==> config.mk <==
export PLATFORM = sky130hd
export DESIGN_NAME = qrd_back_flat
export DESIGN_NICKNAME = d
export VERILOG_FILES = /design/src/hdl/qrd_pkg.sv /design/src/hdl/qrd_if.sv /design/src/hdl/qrd_back.sv /design/src/flat_wrapper.sv
export SDC_FILE = /design/constraint.sdc
export NUM_CORES = 2
export LEC_CHECK = 0
export ABC_AREA = 1
export BUFFER_PORTS_ARGS = -buffer_cell sky130_fd_sc_hd__buf_2
export CAP_MARGIN = 10
export CORE_MARGIN = 3
export CORE_UTILIZATION = 40
export CTS_BUF_LIST = sky130_fd_sc_hd__clkbuf_16
export CTS_CLUSTER_SIZE = 25
export DETAILED_ROUTE_END_ITERATION = 10
export PLACE_DENSITY = 0.61
export SYNTH_ARGS = -nofsm -noshare
export SYNTH_HDL_FRONTEND = slang
export SYNTH_SLANG_ARGS = --single-unit
==> constraint.sdc <==
create_clock -name clk -period 7.85 [get_ports clk]
set_input_delay 0.785 -clock clk [delete_from_list [all_inputs] [get_ports clk]]
set_output_delay 0.785 -clock clk [all_outputs]
set_load 0.05 [all_outputs]
==> src/hdl/qrd_pkg.sv <==
// Shared types and constants for the block quantized row dot core.
`default_nettype none

package qrd_pkg;

    // Default number of fractional bits of the block and row scales.
    localparam int SCALE_FRAC_BITS_DEF = 16;

    // Data widths of the block dot, the bias difference and the row accumulator.
    localparam int DOT_W  = 32;
    localparam int DIFF_W = DOT_W + 1;
    localparam int ACC_W  = 64;
    localparam int FULL_W = 96;

    // Job queue between the front and back parts; depth is a power of two.
    localparam int FIFO_DEPTH = 2;
    localparam int FIFO_AW    = $clog2(FIFO_DEPTH);

    // Saturation limits of the signed accumulator and result.
    localparam logic [ACC_W-1:0] ACC_MAX = {1'b0, {(ACC_W-1){1'b1}}};
    localparam logic [ACC_W-1:0] ACC_MIN = {1'b1, {(ACC_W-1){1'b0}}};

    // One closed block, as handed from the front to the back part.
    typedef struct packed {
        logic signed [DIFF_W-1:0] diff;
        logic signed [31:0]       block_scale;
        logic signed [31:0]       row_gain;
        logic                     end_row;
    } job_t;

    // Status of the back part, seen by the top level.
    typedef struct packed {
        logic busy;
        logic row_tail;
    } back_stat_t;

endpackage

`default_nettype wire

==> src/hdl/qrd_if.sv <==
// Valid/ready channel interfaces for the input items and the row results.
`default_nettype none


interface qrd_out_if;
    logic               valid;
    logic               ready;
    logic signed [63:0] row_result;

    modport source (
        output valid, row_result,
        input  ready
    );

    modport sink (
        input  valid, row_result,
        output ready
    );
endinterface

`default_nettype wire

==> src/hdl/qrd_back.sv <==
// Back part: block scaling, saturating row accumulation and row scaling.
`default_nettype none

module qrd_back
    import qrd_pkg::*;
#(
    parameter int SCALE_FRAC_BITS = SCALE_FRAC_BITS_DEF
)
(
    input  wire logic  clk,
    input  wire logic  rst_n,
    input  job_t       job,
    input  wire logic  job_valid,
    output logic       job_ready,
    qrd_out_if.source  result_out,
    output back_stat_t stat
);

    typedef enum logic [2:0] {
        ST_IDLE,
        ST_BMUL,
        ST_ACC,
        ST_RLO,
        ST_RHI,
        ST_SUM,
        ST_OUT
    } state_t;

    state_t                   state_reg;
    job_t                     job_reg;
    logic signed [DIFF_W+31:0] prod_reg;
    logic signed [ACC_W-1:0]  lo_reg;
    logic signed [ACC_W-1:0]  acc_reg;
    logic signed [FULL_W-1:0] sum_reg;
    logic                     out_valid_reg;
    logic [ACC_W-1:0]         out_data_reg;

    logic signed [DIFF_W-1:0]  mul_a;
    logic signed [31:0]        mul_b;
    logic signed [DIFF_W+31:0] mul_p;
    logic signed [ACC_W:0]     acc_sum;
    logic signed [ACC_W-1:0]   acc_sat;
    logic signed [FULL_W-1:0]  full_sum;
    logic signed [FULL_W-1:0]  shifted;
    logic                      fits;
    logic [ACC_W-1:0]          row_res;

    assign job_ready         = (state_reg == ST_IDLE);
    assign result_out.valid  = out_valid_reg;
    assign result_out.row_result = out_data_reg;
    assign stat.busy         = (state_reg != ST_IDLE);
    assign stat.row_tail     = (state_reg == ST_RLO) || (state_reg == ST_RHI) ||
                               (state_reg == ST_SUM) || (state_reg == ST_OUT);

    // Shared 33 x 32 signed multiplier: block scale, then the two row halves.
    always_comb
    begin
        unique case (state_reg)
            ST_RLO:
            begin
                mul_a = signed'({1'b0, acc_reg[31:0]});
                mul_b = job_reg.row_gain;
            end
            ST_RHI:
            begin
                mul_a = DIFF_W'(signed'(acc_reg[63:32]));
                mul_b = job_reg.row_gain;
            end
            default:
            begin
                mul_a = job_reg.diff;
                mul_b = job_reg.block_scale;
            end
        endcase
        mul_p = mul_a * mul_b;
    end

    // Saturating add of the block product into the row accumulator.
    always_comb
    begin
        acc_sum = (ACC_W + 1)'(acc_reg) + (ACC_W + 1)'(signed'(prod_reg[ACC_W-1:0]));
        if (acc_sum[ACC_W] != acc_sum[ACC_W-1])
        begin
            acc_sat = acc_sum[ACC_W] ? signed'(ACC_MIN) : signed'(ACC_MAX);
        end
        else
        begin
            acc_sat = acc_sum[ACC_W-1:0];
        end
    end

    // Exact 96-bit row product from the high and low partial products.
    assign full_sum = signed'({prod_reg[ACC_W-1:0], 32'b0}) +
                      signed'({{32{lo_reg[ACC_W-1]}}, lo_reg});

    // Floor shift by the fraction bits, then saturate to 64 bits.
    always_comb
    begin
        shifted = sum_reg >>> SCALE_FRAC_BITS;
        fits    = (&shifted[FULL_W-1:ACC_W-1]) | ~(|shifted[FULL_W-1:ACC_W-1]);
        if (fits)
        begin
            row_res = shifted[ACC_W-1:0];
        end
        else
        begin
            row_res = shifted[FULL_W-1] ? ACC_MIN : ACC_MAX;
        end
    end

    // Sequencer with the accumulator and the output register.
    always_ff @(posedge clk or negedge rst_n)
    begin
        if (!rst_n)
        begin
            state_reg     <= ST_IDLE;
            job_reg       <= '0;
            prod_reg      <= '0;
            lo_reg        <= '0;
            acc_reg       <= '0;
            sum_reg       <= '0;
            out_valid_reg <= 1'b0;
            out_data_reg  <= '0;
        end
        else
        begin
            // The output word is set by a new result and cleared once taken.
            if ((state_reg == ST_OUT) && (!out_valid_reg || result_out.ready))
            begin
                out_valid_reg <= 1'b1;
            end
            else if (result_out.ready)
            begin
                out_valid_reg <= 1'b0;
            end
            unique case (state_reg)
                ST_IDLE:
                begin
                    if (job_valid)
                    begin
                        job_reg   <= job;
                        state_reg <= ST_BMUL;
                    end
                end
                ST_BMUL:
                begin
                    prod_reg  <= mul_p;
                    state_reg <= ST_ACC;
                end
                ST_ACC:
                begin
                    acc_reg   <= acc_sat;
                    state_reg <= job_reg.end_row ? ST_RLO : ST_IDLE;
                end
                ST_RLO:
                begin
                    prod_reg  <= mul_p;
                    state_reg <= ST_RHI;
                end
                ST_RHI:
                begin
                    lo_reg    <= prod_reg[ACC_W-1:0];
                    prod_reg  <= mul_p;
                    state_reg <= ST_SUM;
                end
                ST_SUM:
                begin
                    sum_reg   <= full_sum;
                    acc_reg   <= '0;
                    state_reg <= ST_OUT;
                end
                ST_OUT:
                begin
                    if (!out_valid_reg || result_out.ready)
                    begin
                        out_data_reg  <= row_res;
                        state_reg     <= ST_IDLE;
                    end
                end
                default:
                begin
                    state_reg <= ST_IDLE;
                end
            endcase
        end
    end

endmodule

`default_nettype wire

==> src/flat_wrapper.sv <==
// flat-port wrapper written by rule: the top's interface ports become plain ports
module qrd_back_flat import qrd_pkg::*;
#(
    parameter int SCALE_FRAC_BITS = SCALE_FRAC_BITS_DEF
)
  (clk, rst_n, job, job_valid, job_ready, stat, result_out_valid, result_out_row_result, result_out_ready);
  qrd_out_if result_out_i ();
  input  wire logic clk;
  input  wire logic rst_n;
  input  job_t job;
  input  wire logic job_valid;
  output logic job_ready;
  output back_stat_t stat;
  output wire logic [$bits(result_out_i.valid)-1:0] result_out_valid;
  output wire logic [$bits(result_out_i.row_result)-1:0] result_out_row_result;
  input wire logic [$bits(result_out_i.ready)-1:0] result_out_ready;
  assign result_out_valid = result_out_i.valid;
  assign result_out_row_result = result_out_i.row_result;
  assign result_out_i.ready = result_out_ready;
  qrd_back #(.SCALE_FRAC_BITS(SCALE_FRAC_BITS)) u_core (.clk(clk), .rst_n(rst_n), .job(job), .job_valid(job_valid), .job_ready(job_ready), .result_out(result_out_i), .stat(stat));
endmodule
After elaboration in Yosys (flattened, before gate mapping). Index checks and enable logic that the tools add are counted.

Input bits: 102. Logic and storage cells: 55. Flip-flop bits (word level): 454.

Eq/ne operators: 9. Multipliers: 1. Mux-type cells: 13. Bitwise logic cells: 2. $add $sub $neg: 2. Reduce and logical (&&, ||, !) cells: 17.

Operators by type and width (count): 2-to-1 mux 64 bit (4); one-hot mux 64 bit (2 select lines) (1); adder 96 x 64 -> 96 bit (1); one-hot mux 33 bit (2 select lines) (1); adder 64 x 64 -> 65 bit (1); multiplier 33 x 32 -> 64 bit (1); 2-to-1 mux 32 bit (1); one-hot mux 3 bit (7 select lines) (1); AND reduction 17 bit (1); OR reduction 17 bit (1); equality test 3 bit (second input constant) (3); equality test 3 x 2 -> 1 bit (second input constant) (2); 2-to-1 mux 3 bit (2); AND reduction 2 bit (3); logical OR 1 bit (4); inequality test 2 bit (second input constant) (2); nonzero test 2 bit (2); equality test 3 x 1 -> 1 bit (second input constant) (1); logical NOT 3 bit (1); nonzero test 3 bit (1); OR reduction 3 bit (1); 2-to-1 mux 1 bit (2); 2-to-1 mux 2 bit (1); OR reduction 2 bit (1); other kinds (5) (5).

Longest topological paths before layout.
Depth in word-level cells: 4. Gate-level depth with buffers: 39. Gate-level depth less buffers: 36.

Worst setup path after synthesis. Ideal clock, no wire load.

Kind: reg-to-reg. Start point: reg u_core.state_reg[0]. End point: reg u_core.prod_reg[57]. Arrival time: 8057 ps. Library setup time: 118 ps. Path slack: -325 ps. Cell stages (with the launch flop): 32. Data required time: 7732 ps. Path buffers: 3. Cells stage by stage: dfrtp_1 > nor2_2 > nand2_2 > nand2_2 > buf_2 > buf_2 > mux2i_1 > clkbuf_1 > nor2_1 > ha_1 > fa_1 > fa_1 > fa_1 > inv_1 > fa_1 > inv_1 > fa_1 > inv_1 > fa_1 > inv_1 > fa_1 > ha_1 > nand2_1 > nor2_1 > inv_1 > nor2_1 > nand2_1 > or2_2 > nand3_1 > nand2_1 > nand3_1 > nand2_1.

Cells in the longest elaborated chain, start to end: 4.

Ends and longest elaborated chain: start: declaration (line qrd_back.sv:29) `state_t state_reg;`; start signal: assignment (line qrd_back.sv:153) `state_reg <= job_reg.end_row ? ST_RLO : ST_IDLE;`; equality test 3 bit / equality test 3 x 2 -> 1 bit (equally long branches) (line qrd_back.sv:58, qrd_back.sv:136); OR reduction 2 bit (no line); 2-to-1 mux 32 bit (line qrd_back.sv:58) `unique case (state_reg)`; multiplier 33 x 32 -> 64 bit (line qrd_back.sv:75) `mul_p = mul_a * mul_b;`; end signal: assignment (line qrd_back.sv:147) `prod_reg <= mul_p;`; end signal: assignment (line qrd_back.sv:157) `prod_reg <= mul_p;`; end signal: assignment (line qrd_back.sv:163) `prod_reg <= mul_p;`; end: declaration (line qrd_back.sv:31) `logic signed [DIFF_W+31:0] prod_reg;`.

Parallel ways exist; a longest one is shown, timed or not. A chain may end at the register's enable or synchronous reset.

Final worst setup path.
Start point: reg u_core.state_reg[1]. End point: reg u_core.prod_reg[30].

Same word-level chain as after synthesis.

==> impl_summary.log <==
[metrics] Post-Synth Adder-Cell Area: 40.5%
[metrics] Remaining DRCs: 0
[metrics] initial antenna violation count: 10
[metrics] number of nets with antenna violations after routing: 0
[metrics] CP Data Arrival Time: 8.57 ns
[metrics] number of cell rows: 146
[metrics] final-report max-slew violation count: 0
[metrics] post-DR wirelength/cell: 24.2 um
[metrics] final core area utilization: 49.5%
[metrics] Yosys Warn Count: 0
[metrics] CP endpoint kind: flip-flop
[metrics] worst-skew pair later-pin latency: 0.66 ns
[metrics] vias per std cell: 5.31
[metrics] Total Routing Usage GR: 32.1%
[metrics] minimum period implied by the final worst setup slack: 8.06 ns
[metrics] highest-delay cell along the critical path: sky130_fd_sc_hd__fa_1
[metrics] outcome: complete, but fails checks
[metrics] largest net degree at the start of global routing: 152
[metrics] share of the yosys chip area belonging to registers: 16.4%
[metrics] vias in the first global route: 59900
[metrics] CTS H-Tree Depth: 2
[metrics] worst slew slack as a fraction of its limit: 22.8%
[metrics] Post-synth top flop: sky130_fd_sc_hd__dfrtp_1
[metrics] RSZ-0062 raised after global routing: yes
[metrics] starting density of the core: 40.4%
[metrics] placed wire-length estimate after detailed placement: 222000 um
[metrics] number of enable-type register cells in the synthesized netlist: 0
[metrics] startpoint-to-endpoint class of the critical path: reg2reg
[metrics] most common library cell in the layout ignoring fill and taps: sky130_fd_sc_hd__nand2_1
[metrics] fraction of synthesized cell area in xor and xnor cells: 1.01%
[metrics] critical path launch point type: flip-flop
[metrics] chip width: 407 um
[metrics] synth unique cells: 52
[metrics] top achievable clock speed: 124 MHz
[metrics] max-cap viol count: 0
[metrics] Core Box Area: 0.159 mm2
[metrics] number of flip-flops and latches in the synthesized netlist: 422
[metrics] clock-pin transition on the worst setup and hold timing paths: 0.08 ns
[metrics] TritonCTS buffer count: 47
[metrics] synthesized instance count: 8267
[metrics] post-synthesis async set-or-reset flop share: 100%
[metrics] wire length of the first global-routing pass: 391000 um
[metrics] library cell appearing most often on the critical path: sky130_fd_sc_hd__fa_1
[metrics] largest fanout on the critical path: 4
[metrics] largest stage delay on the critical path: 0.63 ns
[metrics] overall die area: 0.166 mm2
[metrics] main combinational cell family by area after synthesis: adder cells
[metrics] top cell family by delay on the critical path: adder cells
[metrics] CTS hold repair buffers: 0
[metrics] post-synthesis mux area share: 1.19%
[metrics] worst hold path type: in2async
[metrics] Hold Violations, Final: 0
[metrics] largest clock skew in the final design: 0.0367 ns
[metrics] fraction of layout instances using a drive strength above 1: 19.7%
[metrics] required time reported for the critical path endpoint: 8.37 ns
[metrics] Final nets: 10500
[metrics] commonest cells after routing, fill and taps aside: sky130_fd_sc_hd__nand2_1 (1983), sky130_fd_sc_hd__inv_1 (1471), sky130_fd_sc_hd__fa_1 (1054), sky130_fd_sc_hd__nor2_1 (872), sky130_fd_sc_hd__buf_4 (615)
[metrics] number of I/O port buffers: 169
[metrics] flip-flop count of the largest register after layout: 98
[metrics] Buffers & Inverters on Critical Path: 9
[metrics] mean area per synthesized cell: 7.77 um2
[metrics] Post-Synth Simple-Gate Area: 23.2%
[metrics] initial detailed-routing violation count: 4849
[metrics] growth of design area from synthesis to finish: 22.4%
[metrics] Detailed Routing Iterations Pass 1: 6
[metrics] count of final setup violators: 34
[metrics] vias: 59200
[metrics] clock tree from TritonCTS: done
[metrics] clock tree buffer depth: 3
[metrics] violated checks: setup timing
[metrics] die outline height: 407 um
[metrics] transition time at the pin with the least slew margin: 1.16 ns
[metrics] total length of routed wires: 269000 um
[metrics] syn_nets: 9785
[metrics] clock sink total: 422
[metrics] minimum setup slack in the final design: -0.207 ns
[metrics] IO Count: 170
[metrics] buffer cell driving the clock tree root: sky130_fd_sc_hd__clkbuf_16
[metrics] RD Place Congestion: 1.01
[metrics] post-synth design cell area: 0.0643 mm2
[metrics] global route overflow: 0
[metrics] portion of the clock cycle consumed by the worst path in the final layout: 103%
[metrics] fraction of the mapped netlist area in compound gates: 6.70%
==> timing repair <==
| action | CTS | global route |
|---|---|---|
| resized for setup | 377 | 391 |
| buffers inserted | 39 | 27 |
| endpoints found under the setup margin | 49 | 49 |
| pin swaps | 63 | 139 |
| cloned | 3 | 13 |
==> cell type report <==
| type | instances | area (um2) |
|---|---|---|
| repair buffers | 981 | 9040 |
| clock buffers | 47 | 1180 |
| inverters | 1554 | 5920 |
| well taps | 2072 | 2590 |
| fillers | 15600 | 80200 |
| clock inverters | 37 | 435 |
| flip-flops and latches | 422 | 10600 |
| multi-input cells | 6018 | 48900 |
| diodes | 7 | 17.5 |
==> logic make-up (layout without fill, tap and decap cells) <==
logic type,after synthesis,after routing
XOR/XNOR,74,74
buffers and inverters,1827,2619
AO/OA/AOI/OAI,797,797
flip-flops,422,422
AND/OR/NAND/NOR,3663,3663
other,0,7
adder cells (fa/ha/maj),1416,1416
multiplexers,68,68
==> per-stage QoR <==
step                cell area, um2  setup WS, ns  setup TNS (ns)  std cells  hold WS (ns)
floorplan                    64300       0.00139               0       8267         0.442
global placement             73300        -0.743          -21.75      11000         0.458
detailed placement           73300        -0.712          -22.30      11000         0.460
CTS                          76800        -0.241           -3.90      11100         0.138
global route                 78700        -0.397          -12.41      11100         0.177
finish                       78700        -0.207           -3.28      11100         0.129
==> Yosys cell counts (5+ instances only) <==
cell                       instances  area [um2]
sky130_fd_sc_hd__nand2_1        2040        7660
sky130_fd_sc_hd__inv_1          1525        5720
sky130_fd_sc_hd__fa_1           1105       22100
sky130_fd_sc_hd__nor2_1         1020        3830
sky130_fd_sc_hd__dfrtp_1         422       10600
sky130_fd_sc_hd__a21oi_1         407        2040
sky130_fd_sc_hd__nand3_1         327        1640
sky130_fd_sc_hd__ha_1            311        3890
sky130_fd_sc_hd__o21ai_0         268        1340
sky130_fd_sc_hd__clkbuf_1        140         526
sky130_fd_sc_hd__buf_2           112         561
sky130_fd_sc_hd__or2_2            71         444
sky130_fd_sc_hd__mux2_2           67         754
sky130_fd_sc_hd__xnor2_1          60         526
sky130_fd_sc_hd__nand4_1          58         363
sky130_fd_sc_hd__nor3_1           37         185
sky130_fd_sc_hd__o21bai_1         34         255
sky130_fd_sc_hd__nand3b_1         33         248
sky130_fd_sc_hd__nand2_2          28         175
sky130_fd_sc_hd__inv_2            22        82.6
sky130_fd_sc_hd__a31oi_1          20         125
sky130_fd_sc_hd__nor4_1           18         113
sky130_fd_sc_hd__o21ai_2          17         149
sky130_fd_sc_hd__a21o_1           14         105
sky130_fd_sc_hd__xor2_1           14         123
sky130_fd_sc_hd__buf_6            12         135
sky130_fd_sc_hd__buf_1             8        30.0
sky130_fd_sc_hd__clkinv_1          7        26.3
sky130_fd_sc_hd__nor2_2            7        43.8
sky130_fd_sc_hd__o211ai_1          7        52.6
sky130_fd_sc_hd__a21oi_2           6        52.6
sky130_fd_sc_hd__or2_0             6        37.5
sky130_fd_sc_hd__and2_1            5        31.3
==> metal layers <==
| metal | vias to the layer above | track usage [%] | wire length, um |
|---|---|---|---|
| met1 | 29600 | 43.5 | 111000 |
| met3 | 543 | 4.87 | 20800 |
| met4 | 4 | 13.9 | 16100 |
| met5 | - | 0 | 33 |
| met2 | 2468 | 51.3 | 122000 |
| li1 | 26500 | - | - |
==> path summary, 6_finish.rpt <==
kind	endpoint	slack (ns)	cells after the start	startpoint
worst min-delay path	u_core.sum_reg[85]	0.13	1	rst_n
worst max register to register	u_core.prod_reg[30]	-0.21	33	u_core.state_reg[1]
min in group clk	u_core.job_reg[69]	0.37	2	job[69]
worst max-delay path	u_core.prod_reg[30]	-0.21	33	u_core.state_reg[1]
max in group asynchronous	u_core.acc_reg[53]	6.10	2	rst_n
worst min register to register	u_core.sum_reg[24]	0.47	2	u_core.sum_reg[24]
Power is not shown: default switching activity piles up to over one toggle a cycle in this logic, so the estimate is an artifact.
