--- src/hdl/qrd_pkg.sv ---
// Shared types and constants for the block quantized row dot core.
`default_nettype none

package qrd_pkg;

    // Default number of fractional bits of the block and row scales.
    localparam int SCALE_FRAC_BITS_DEF = 16;

    // Data widths of the block dot, the bias difference and the row accumulator.
    localparam int DOT_W  = 32;
    localparam int DIFF_W = DOT_W + 1;
    localparam int ACC_W  = 64;
    localparam int FULL_W = 96;

    // Job queue between the front and back parts; depth is a power of two.
    localparam int FIFO_DEPTH = 2;
    localparam int FIFO_AW    = $clog2(FIFO_DEPTH);

    // Saturation limits of the signed accumulator and result.
    localparam logic [ACC_W-1:0] ACC_MAX = {1'b0, {(ACC_W-1){1'b1}}};
    localparam logic [ACC_W-1:0] ACC_MIN = {1'b1, {(ACC_W-1){1'b0}}};

    // One closed block, as handed from the front to the back part.
    typedef struct packed {
        logic signed [DIFF_W-1:0] diff;
        logic signed [31:0]       block_scale;
        logic signed [31:0]       row_gain;
        logic                     end_row;
    } job_t;

    // Status of the back part, seen by the top level.
    typedef struct packed {
        logic busy;
        logic row_tail;
    } back_stat_t;

endpackage

`default_nettype wire

--- src/hdl/qrd_job_fifo.sv ---
// Short job queue between the front and back parts.
`default_nettype none

module qrd_job_fifo
    import qrd_pkg::*;
(
    input  wire logic clk,
    input  wire logic rst_n,
    input  job_t      push_job,
    input  wire logic push_valid,
    output logic      push_ready,
    output job_t      pop_job,
    output logic      pop_valid,
    input  wire logic pop_ready
);

    job_t                 mem_reg [FIFO_DEPTH];
    logic [FIFO_AW-1:0]   wr_ptr_reg;
    logic [FIFO_AW-1:0]   rd_ptr_reg;
    logic [FIFO_AW:0]     count_reg;
    logic                 do_push;
    logic                 do_pop;

    // Full and empty flags come from the fill count.
    assign push_ready = (count_reg != (FIFO_AW + 1)'(FIFO_DEPTH));
    assign pop_valid  = (count_reg != '0);
    assign pop_job    = mem_reg[rd_ptr_reg];
    assign do_push    = push_valid & push_ready;
    assign do_pop     = pop_valid & pop_ready;

    // Entry storage; written only on a push.
    always_ff @(posedge clk)
    begin
        if (do_push)
        begin
            mem_reg[wr_ptr_reg] <= push_job;
        end
    end

    // Pointers wrap naturally since the depth is a power of two.
    always_ff @(posedge clk or negedge rst_n)
    begin
        if (!rst_n)
        begin
            wr_ptr_reg <= '0;
            rd_ptr_reg <= '0;
            count_reg  <= '0;
        end
        else
        begin
            if (do_push)
            begin
                wr_ptr_reg <= wr_ptr_reg + 1'b1;
            end
            if (do_pop)
            begin
                rd_ptr_reg <= rd_ptr_reg + 1'b1;
            end
            if (do_push && !do_pop)
            begin
                count_reg <= count_reg + 1'b1;
            end
            else if (do_pop && !do_push)
            begin
                count_reg <= count_reg - 1'b1;
            end
        end
    end

endmodule

`default_nettype wire

--- config.mk ---
export PLATFORM = sky130hd
export DESIGN_NAME = qrd_job_fifo
export DESIGN_NICKNAME = d
export VERILOG_FILES = /design/src/hdl/qrd_pkg.sv /design/src/hdl/qrd_job_fifo.sv
export SDC_FILE = /design/constraint.sdc
export NUM_CORES = 1
export LEC_CHECK = 0
export BUFFER_PORTS_ARGS = -buffer_cell sky130_fd_sc_hd__buf_2
export CELL_PAD_IN_SITES_DETAIL_PLACEMENT = 0
export CELL_PAD_IN_SITES_GLOBAL_PLACEMENT = 1
export CORE_MARGIN = 4
export CORE_UTILIZATION = 40
export CTS_CLUSTER_DIAMETER = 40
export DETAILED_ROUTE_END_ITERATION = 8
export PLACE_DENSITY_LB_ADDON = 0.2
export SYNTH_ARGS = -nofsm -noshare
export SYNTH_HDL_FRONTEND = slang
export SYNTH_SLANG_ARGS = --single-unit
--- constraint.sdc ---
create_clock -name clk -period 16.4 [get_ports clk]
set_input_delay 0 -clock clk [delete_from_list [all_inputs] [get_ports clk]]
set_output_delay 0 -clock clk [all_outputs]
set_load 0.01 [all_outputs]
# Word level (Yosys, flattened, before mapping)
# Memories as Yosys holds them, arrays and structs flattened.
# Index checks and enable logic that the tools add are counted.
# classes
muxes	4
n_bitwise	2
eq_ne	1
n_reduce_logical	6
addsub	4
# ops
operator	count
two-way mux 2 bit	2
nonzero test 2 bit	2
adder 1 bit, second input constant	2
adder 2 x 1 -> 2 bit, second input constant	1
AND 1 bit	2
logical AND 1 bit	2
zero test 1 bit	2
two-way mux 1 bit	2
inequality test 2 bit, second input constant	1
subtractor 2 x 1 -> 2 bit, second input constant	1
# word_totals
in_bits	102
ff_bits	4
mem_count	1
ram_bits	196
elab_cells	21
out_inout_bits	100
# memory_table
name	depth	width	read_ports	rd_clocked_by_memory_dff	write_ports	line_no	rtl
mem_reg	2	98	1	0	1	qrd_job_fifo.sv:17	job_t mem_reg [FIFO_DEPTH];

# Depth between registers and ports, before layout
# Gate-level depths: netlist (run 1).
# depth
depth_word	6
mapped_depth	7

# Least setup slack after synthesis (run 1)
# Ideal clock, no wire load.
# synth_timing
path_kind	reg2reg
start	register count_reg[0]
end	memory mem_reg[0][0] in the netlist's numbering, enable pin
setup_ns	0.555
arrival_ns	4.780
t_required_ns	15.845
path_stages_with_launch	4
n_path_buf	0
path_slack_ns	11.065
period_less_slack_ns	5.335
cell_sequence	dfrtp_1 -> nand2b_1 -> nand2_1 -> nor2_1
# synth_between
elab_chain_len	4
# synth_rtl
item	line_no	rtl
start, declared	qrd_job_fifo.sv:20	logic [FIFO_AW:0] count_reg;
start signal, assigned	qrd_job_fifo.sv:61	count_reg <= count_reg + 1'b1;
start signal, assigned	qrd_job_fifo.sv:65	count_reg <= count_reg - 1'b1;
inequality test 2 bit	qrd_job_fifo.sv:25	assign push_ready = (count_reg != (FIFO_AW + 1)'(FIFO_DEPTH));
net push_ready	qrd_job_fifo.sv:11	output logic push_ready,
AND 1 bit	qrd_job_fifo.sv:28	assign do_push = push_valid & push_ready;
two-way mux 1 bit	qrd_job_fifo.sv:34	if (do_push)
two-way mux 1 bit (not written as such)	qrd_job_fifo.sv:36	mem_reg[wr_ptr_reg] <= push_job;
end, declared	qrd_job_fifo.sv:17	
# The timed path passes the listed nets, and every way through them passes these cells.

==> metrics, run 1 <==
status complete, no violations; PwrDens between 150 and 200 nW/um^2; drt drc 0; Post-Syn Nets 426; GR peak layer met2; peak supply drop around 0.073 mV; met1 Track Usage GR 0.161; CP delay by family, top buffers and inverters; crit path max fanout 54; Final Slew Violations 0; GR Util All Layers 0.142; global-route wire length before repair between 20 and 25 mm; synthesized area between 7000 and 8000 um^2; # IOs 202; DRT Pass-1 Iters 4; Setup Skew approximately 12 ps; syn avg cell area between 20 and 25 um^2; unrepaired setup endpoints after global routing no; root buf cell clkbuf_16; Critical-path top delay cell dfrtp_4; LEAKAGE 3.86 nW; clock latency on the worst-skew pair ~420 ps; EDFF count, synth between 150 and 200; Mapped Cells around 320; routability cong. ~0.72; Clock transition at path regs around 70 ps; most area-consuming cells after synthesis edfxtp_1 81%, mux2_2 14%, mux2_4 2.1%, dfrtp_1 1.4%, buf_2 0.55%; CP Class reg2out; Crit. End Element primary output; f_max approximately 380 MHz; Fin Hold WS between 200 and 300 ps; Distinct cells, synth 15; IO buf count ~200; Fin. Hold Viols 0; largest net degree at the start of global routing between 50 and 60; num rows ~50; Post-Layout Cell Count 880; M2 GR Usage 0.249; DIE HEIGHT 143 um; vias in the first global route between 4,000 and 5,000; Worst slew margin 0.448; worst-case reg-to-reg path depth 5; Cells after DPL around 750; top-count cell post-synth edfxtp_1; worst hold path class in2reg; DIE AREA between 20,000 and 25,000 um^2; cell accounting for the most synthesized area edfxtp_1; share of flip-flops with an asynchronous set or reset 0.0200; cts repair resizes 0; Clock Path Buffers 2; hold path depth 2; period utilisation layout 0.161; Pwr Total roughly 1.6 mW; Final ANT Viol Nets 0; crit path time final 2640 ps; vias per std cell between 4 and 5; CTS tree yes; area of the core roughly 18,000 um^2; Final setup violation count 0; Post-Route WL between 10 and 15 mm; synth cell count leaders 196 x edfxtp_1, 88 x mux2_2, 10 x mux2_4; Worst EP required 16,400 ps; DR vias approximately 4,100; WP buf/inv 2; post-synth top area share 0.807; Max-Cap Viols 0; Setup TNS Final 0 ps; # nets final 741; Syn. warnings 0; startpoint types flip-flop; Crit path largest cell delay 820 ps; TritonCTS buffer count 17; CTS H-tree lvls 4; ant diodes 0; Slew @ Worst Pin 828 ps; Die X between 100 and 150 um; DRT iter0 DRCs roughly 190; crit-path cells buf_4 -> mux2_2 -> buf_2; prevailing post-synth register cell edfxtp_1; Syn-to-layout area delta 39.3%; layout cells sized above 1 0.518; sequential share of the synthesized area 0.821; Critical Path AT roughly 2600 ps; drt wl/cell between 15 and 20 um; max reg flops just under 200; grt ovf 0; initial core utilization 0.406; #FFs+latches synth 200; critical path depth 3; antenna violations before repair 0; Detail Placement HPWL around 9.1 mm; GR Layer Usage met3 0.0469; Clock Sinks 200
## final cells by class
class	count	area, um^2
flip-flops and latches	200	5990
fillers	1412	7800
well taps	229	287
clock inverters	13	146
inverters	1	3.75
repair buffers	307	2060
clock buffers	19	433
multi-input cells	111	1240
## layout by cell type (no fill, tap or decap), drive strengths merged
master and count:
and3 1, buf 205, bufinv 2, clkbuf 19
clkinv 4, clkinvlp 3, dfrtp 4, dlygate4sd3 102
edfxtp 196, ha 1, inv 5, mux2 98
nand2 2, nand2b 1, nor2 2, or2 1
xnor2 3, xor2 2
## report_power, final
part	internal (mW)	leakage [nW]	total, mW	switching [mW]
clock network	0.227	0.278	0.407	0.179
registers	0.699	1.87	0.746	0.0466
logic	0.231	1.71	0.479	0.247
## worst paths after layout
path	start	to	slack, ps
max	rd_ptr_reg	pop_job[81]	13760
min	push_job[10]	mem_reg[0][10]	300
max reg2reg	count_reg[0]	mem_reg[0][90]	13840
min reg2reg	count_reg[1]	count_reg[1]	490
max in group asynchronous	rst_n	rd_ptr_reg	15700
min in group asynchronous	rst_n	count_reg[0]	480
## cells by family after synthesis
| family | synth area share |
|---|---|
| and+or+nand+nor | 0.00463 |
| buffers and inverters | 0.0106 |
| muxes | 0.156 |
| xor gates and xnor gates | 0.00600 |
| DFF | 0.821 |
| adders and majority gates | 0.00171 |
## per-stage QoR
| stage | area, um^2 | setup slack [ps] | utilization |
|---|---|---|---|
| 2_1_floorplan | 7290 | 11060 | - |
| 3_3_place_gp | 8560 | 13870 | 0.476 |
| 3_5_place_dp | 8560 | 13810 | 0.476 |
| 4_1_cts | 10200 | 13700 | 0.566 |
| 5_1_grt | 10200 | 13610 | 0.566 |
| 6_report | 10200 | 13760 | 0.566 |
## layer usage
metal,wire length [um],part of all wire
met5,0,0
met4,286,0.020
met3,967,0.067
met2,7500,0.52
met1,5780,0.40
## repair_timing
action / 4_1_cts / 5_1_grt
hold buffers: 102 / 0
hold endpoints to repair: 202 / 0
setup buffers: 0 / 0
## worst reg2reg max path, cell delays in order, from the launching register on
cell      delay [ps]
dfrtp_1          400
nand2b_1         180
nand2_1          150
nor2_4           200
buf_4            510
buf_4            690
Power figures use the tool's default switching activity.
==> run 2, diff against run 1 <==
==> constraint.sdc (replaced) <==
create_clock -name clk -period 2.45 [get_ports clk]
set_input_delay 0 -clock clk [delete_from_list [all_inputs] [get_ports clk]]
set_output_delay 0 -clock clk [all_outputs]
set_load 0.01 [all_outputs]
==> metrics, run 2 (synthesis gave the netlist of run 1 again) <==
commonest non-fill, non-tap cells in the layout 201 x buf_2, 196 x edfxtp_1, 102 x dlygate4sd3_1; DIE HEIGHT ~140 um; clock latency on the worst-skew pair around 420 ps; HP Start push_job[73]; status complete, no violations; grt ovf 0; most common cell after layout, fill and taps aside buf_2; WP buf/inv 2; TritonCTS buffer count 17; # nets final between 700 and 800; drt drc 0; Syn-to-layout area delta 41.0%; Final Slew Violations 0; Die X roughly 140 um; Clock Sinks 200; peak supply drop 0.601 mV; max reg flops roughly 200; CP delay by family, top buffers and inverters; power share of the clock group 0.254; layout cells sized above 1 0.521; switching share of power 0.282; FF-to-FF setup slack ~750 ps; largest net degree at the start of global routing between 50 and 60; Detail Placement HPWL 9.15 mm; CTS tree yes; Crit. End Element primary output; RR Startpoint count_reg[0]; Fin Hold WS between 200 and 300 ps; worst-case reg-to-reg path depth 4; Clock Path Buffers 2; Slew @ Worst Pin between 600 and 700 ps; CTS H-tree lvls 4; drt wl/cell 16.3 um; reg-to-reg endpoint mem_reg[0][19]; DRT iter0 DRCs between 150 and 200; combinational power share 0.312; vias per std cell roughly 4.6; hold path endpoint mem_reg[0][73]; crit path time final ~1800 ps; Clock transition at path regs 70 ps; crit path max fanout 55; Pwr Total roughly 11 mW; Post-Route WL 14.4 mm; routability cong. slightly below 0.7; filler instances 1,399; Worst slew margin 0.573; initial core utilization 0.406; cts repair resizes 0; f_max ~570 MHz; worst hold path class in2reg; Critical-path top delay cell dfrtp_4; root buf cell clkbuf_16; IO buf count between 200 and 250; vias in the first global route between 4,000 and 5,000; global-route wire length before repair 22.0 mm; Setup Skew just under 7 ps; num rows 49; Final ANT Viol Nets 0; Crit path largest cell delay 440 ps; Multi-input gate area 1260 um^2; # IOs roughly 200; Critical Path AT around 1800 ps; PwrDens roughly 1100 nW/um^2; crit-path cells buf_12 -> mux2_2 -> buf_2; Max-Cap Viols 0; startpoint types flip-flop; DIE AREA 20,500 um^2; GR Util All Layers 0.141; Fin. Hold Viols 0; antenna violations before repair 0; Sequential Area roughly 6000 um^2; DRT Pass-1 Iters 4; switching power between 3 and 4 mW; Internal 8.04 mW; period utilisation layout 0.715; PnR worst setup slack between 600 and 700 ps; CP Class reg2out; Util after Layout 0.572; hold path depth 2; Worst EP required around 2500 ps; LEAKAGE just under 4 nW; DR vias roughly 4,000; Reg power frac 0.433; area of the core ~18,000 um^2; DP Worst Slack between 700 and 800 ps; ant diodes 0; setup bufs post-CTS 0; unrepaired setup endpoints after global routing no; Final setup violation count 0
[run 2: cell count changes in the layout (fill, tap and decap cells not counted), sizes merged]
cell      delta
buf          +3
bufinv       +2
clkbuf       -2
inv          -2
clkinv       +1
clkinvlp     -1
[run 2: how the worst max path moves through the flow]
| stage | from | end | slack, ps | cells past startpoint |
|---|---|---|---|---|
| after floorplan | count_reg[0] | mem_reg[0][0] | -40 | 3 |
| after global placement | count_reg[0] | mem_reg[0][5] | 760 | 4 |
| after detailed placement | count_reg[0] | mem_reg[0][48] | 730 | 4 |
| after CTS | rd_ptr_reg | pop_job[85] | 670 | 3 |
| after global routing | rd_ptr_reg | pop_job[4] | 630 | 3 |
| final | rd_ptr_reg | pop_job[85] | 700 | 3 |
[run 2: area by class of cell]
cell class / count / area share
Clock buffer: 17 / 0.0414
Multi-Input combinational cell: 111 / 0.122
Clock inverter: 13 / 0.0173
Inverter: 1 / 0.000365
Tap cell: 229 / 0.0279
Sequential cell: 200 / 0.582
Timing Repair Buffer: 310 / 0.208
[run 2: through the flow]
step / std cells / instance area [um^2] / TNS (ps)
final: 881 / 10300 / 0
after global routing: 881 / 10300 / 0
after CTS: 881 / 10300 / 0
after detailed placement: 749 / 8660 / 0
after global placement: 749 / 8660 / 0
after floorplan: 323 / 7320 / -4210
[run 2: metal layers]
metal,track usage,part of all wire,vias up
li1,-,-,1910
met1,0.171,0.42,1977
met2,0.236,0.49,141
met3,0.0489,0.078,9
met4,0.0475,0.0093,0
met5,0,0,-
[run 2: power by group through the flow]
stage | Combinational, mW | Clock, mW | Sequential, mW
after detailed placement | 3.45 | 0 | 4.94
final | 3.49 | 2.85 | 4.85
after floorplan | 2.15 | 0 | 4.90
after global routing | 3.80 | 3.07 | 4.91
after CTS | 3.59 | 2.92 | 4.86
after global placement | 3.43 | 0 | 4.90
[run 2: what timing repair did]
action                                  CTS  global route
hold buffers                            102             0
endpoints found under the hold margin   202             0
endpoints found under the setup margin    0             0
==> run 3, diff against run 2 <==
==> constraint.sdc (replaced) <==
create_clock -name clk -period 1.55 [get_ports clk]
set_input_delay 0 -clock clk [delete_from_list [all_inputs] [get_ports clk]]
set_output_delay 0 -clock clk [all_outputs]
set_load 0.01 [all_outputs]
==> metrics, run 3 (synthesis gave the netlist of run 1 again) <==
status complete, but fails checks; worst hold path class in2reg; area of the core roughly 18,000 um^2; Setup TNS Final -9530 ps; CTS H-tree lvls 4; Crit path largest cell delay between 400 and 500 ps; DIE AREA around 20,000 um^2; Post-Layout Cell Count 889; clock latency on the worst-skew pair around 420 ps; Multi-input gate area ~1300 um^2; DRT Pass-1 Iters 4; reg-to-reg endpoint count_reg[1]; crit path max fanout 35; hold path depth 2; Max-Cap Viols 0; vias per std cell ~4.6; Worst EP required 1550 ps; Non-Filler Cell Area, Final between 10,000 and 15,000 um^2; # IOs 202; Die X ~140 um; period utilisation layout 1.09; Syn-to-layout area delta 46.0%; DP Worst Slack roughly 66 ps; Worst slew margin 0.805; drt drc 0; DIE HEIGHT approximately 140 um; Clock transition at path regs approximately 70 ps; DR vias 4,099; unrepaired setup endpoints after global routing yes; grt ovf 0; Worst Setup SP rd_ptr_reg; drt wl/cell roughly 17 um; max reg flops slightly below 200; RR Startpoint count_reg[1]; IO buf count 201; CP Class reg2out; crit-path cells buf_12 -> mux2_2 -> buf_2; FF-to-FF setup slack around 80 ps; Sequential Area 5990 um^2; Cells after DPL 751; layout cells sized above 1 0.529; global-route wire length before repair ~23 mm; crit path time final ~1700 ps; Post-Route WL 14.8 mm; routability cong. 0.710; # nets final between 700 and 800; Critical Path AT 1680 ps; failing checks negative setup slack; Fin. Hold Viols 0; Setup Skew roughly 7.6 ps; startpoint types flip-flop; Worst Setup EP pop_job[30]; initial core utilization 0.406; Pwr Total approximately 19 mW; Final Slew Violations 0; worst-case reg-to-reg path depth 6; commonest non-fill, non-tap cells in the layout 196 x edfxtp_1, 166 x buf_2, 102 x dlygate4sd3_1; most common cell after layout, fill and taps aside edfxtp_1; peak supply drop 0.806 mV; LEAKAGE ~4 nW; Detail Placement HPWL about 9.5 mm; Slew @ Worst Pin between 200 and 300 ps; CTS tree yes; Crit. End Element primary output; Final setup violation count about 100; Critical-path top delay cell dfrtp_4; PwrDens around 1700 nW/um^2; post-placement cell area ~8700 um^2; f_max approximately 590 MHz; Clock Sinks 200; ant diodes 0; num rows 49; Clock Path Buffers 2; root buf cell clkbuf_16; TritonCTS buffer count 17; Final ANT Viol Nets 0; PnR worst setup slack -133 ps; vias in the first global route 4,468; filler instances around 1,400; largest net degree at the start of global routing 51; GR Util All Layers 0.146; DRT iter0 DRCs roughly 210; antenna violations before repair 0
## run 3: where the power goes
group | switching (mW) | total [mW] | internal, mW
Combinational | 3.06 | 6.51 | 3.45
Sequential | 0.305 | 7.69 | 7.38
Clock | 1.95 | 4.37 | 2.42
## run 3: how the worst min path moves through the flow
stage / start / end / slack (ps)
floorplan: rst_n / count_reg[0] / -300
global placement: rst_n / count_reg[0] / -190
detailed placement: rst_n / count_reg[0] / -190
CTS: push_job[57] / mem_reg[1][57] / 270
global route: push_job[54] / mem_reg[1][54] / 280
finish: push_job[54] / mem_reg[1][54] / 300
## run 3: layout make-up
| type | count | share of cell area |
|---|---|---|
| flip-flops and latches | 200 | 0.562 |
| repair buffers | 316 | 0.236 |
| multi-input cells | 111 | 0.119 |
| clock buffers | 17 | 0.0399 |
| well taps | 229 | 0.0269 |
| clock inverters | 15 | 0.0157 |
| inverters | 1 | 0.000352 |
## run 3: stage by stage
step / utilization / hold slack [ps]
floorplan: - / -296
global placement: 0.486 / -190
detailed placement: 0.486 / -186
CTS: 0.588 / 274
global route: 0.593 / 277
finish: 0.593 / 297
## run 3: metal layers
layer  GRT usage  up-vias  share of wire
met5           0        -              0
met4      0.0395        0         0.0083
met2       0.246      131           0.50
met3      0.0502        9          0.070
met1       0.180     2031           0.42
li1            -     1928              -
## run 3: critical path: cells and delay by family, from the launching register on
kind                   cells  cell delay [ps]
flip-flops                 1              480
buffers and inverters      2              390
multiplexers               1              380
## run 3: what timing repair did
action / in CTS / in global routing
hold buffers: 102 / 0
buffers inserted: 1 / 1
gates cloned: 1 / 1
gates resized for setup: 28 / 14
endpoints found under the setup margin: 98 / 99
hold endpoints to repair: 202 / 0
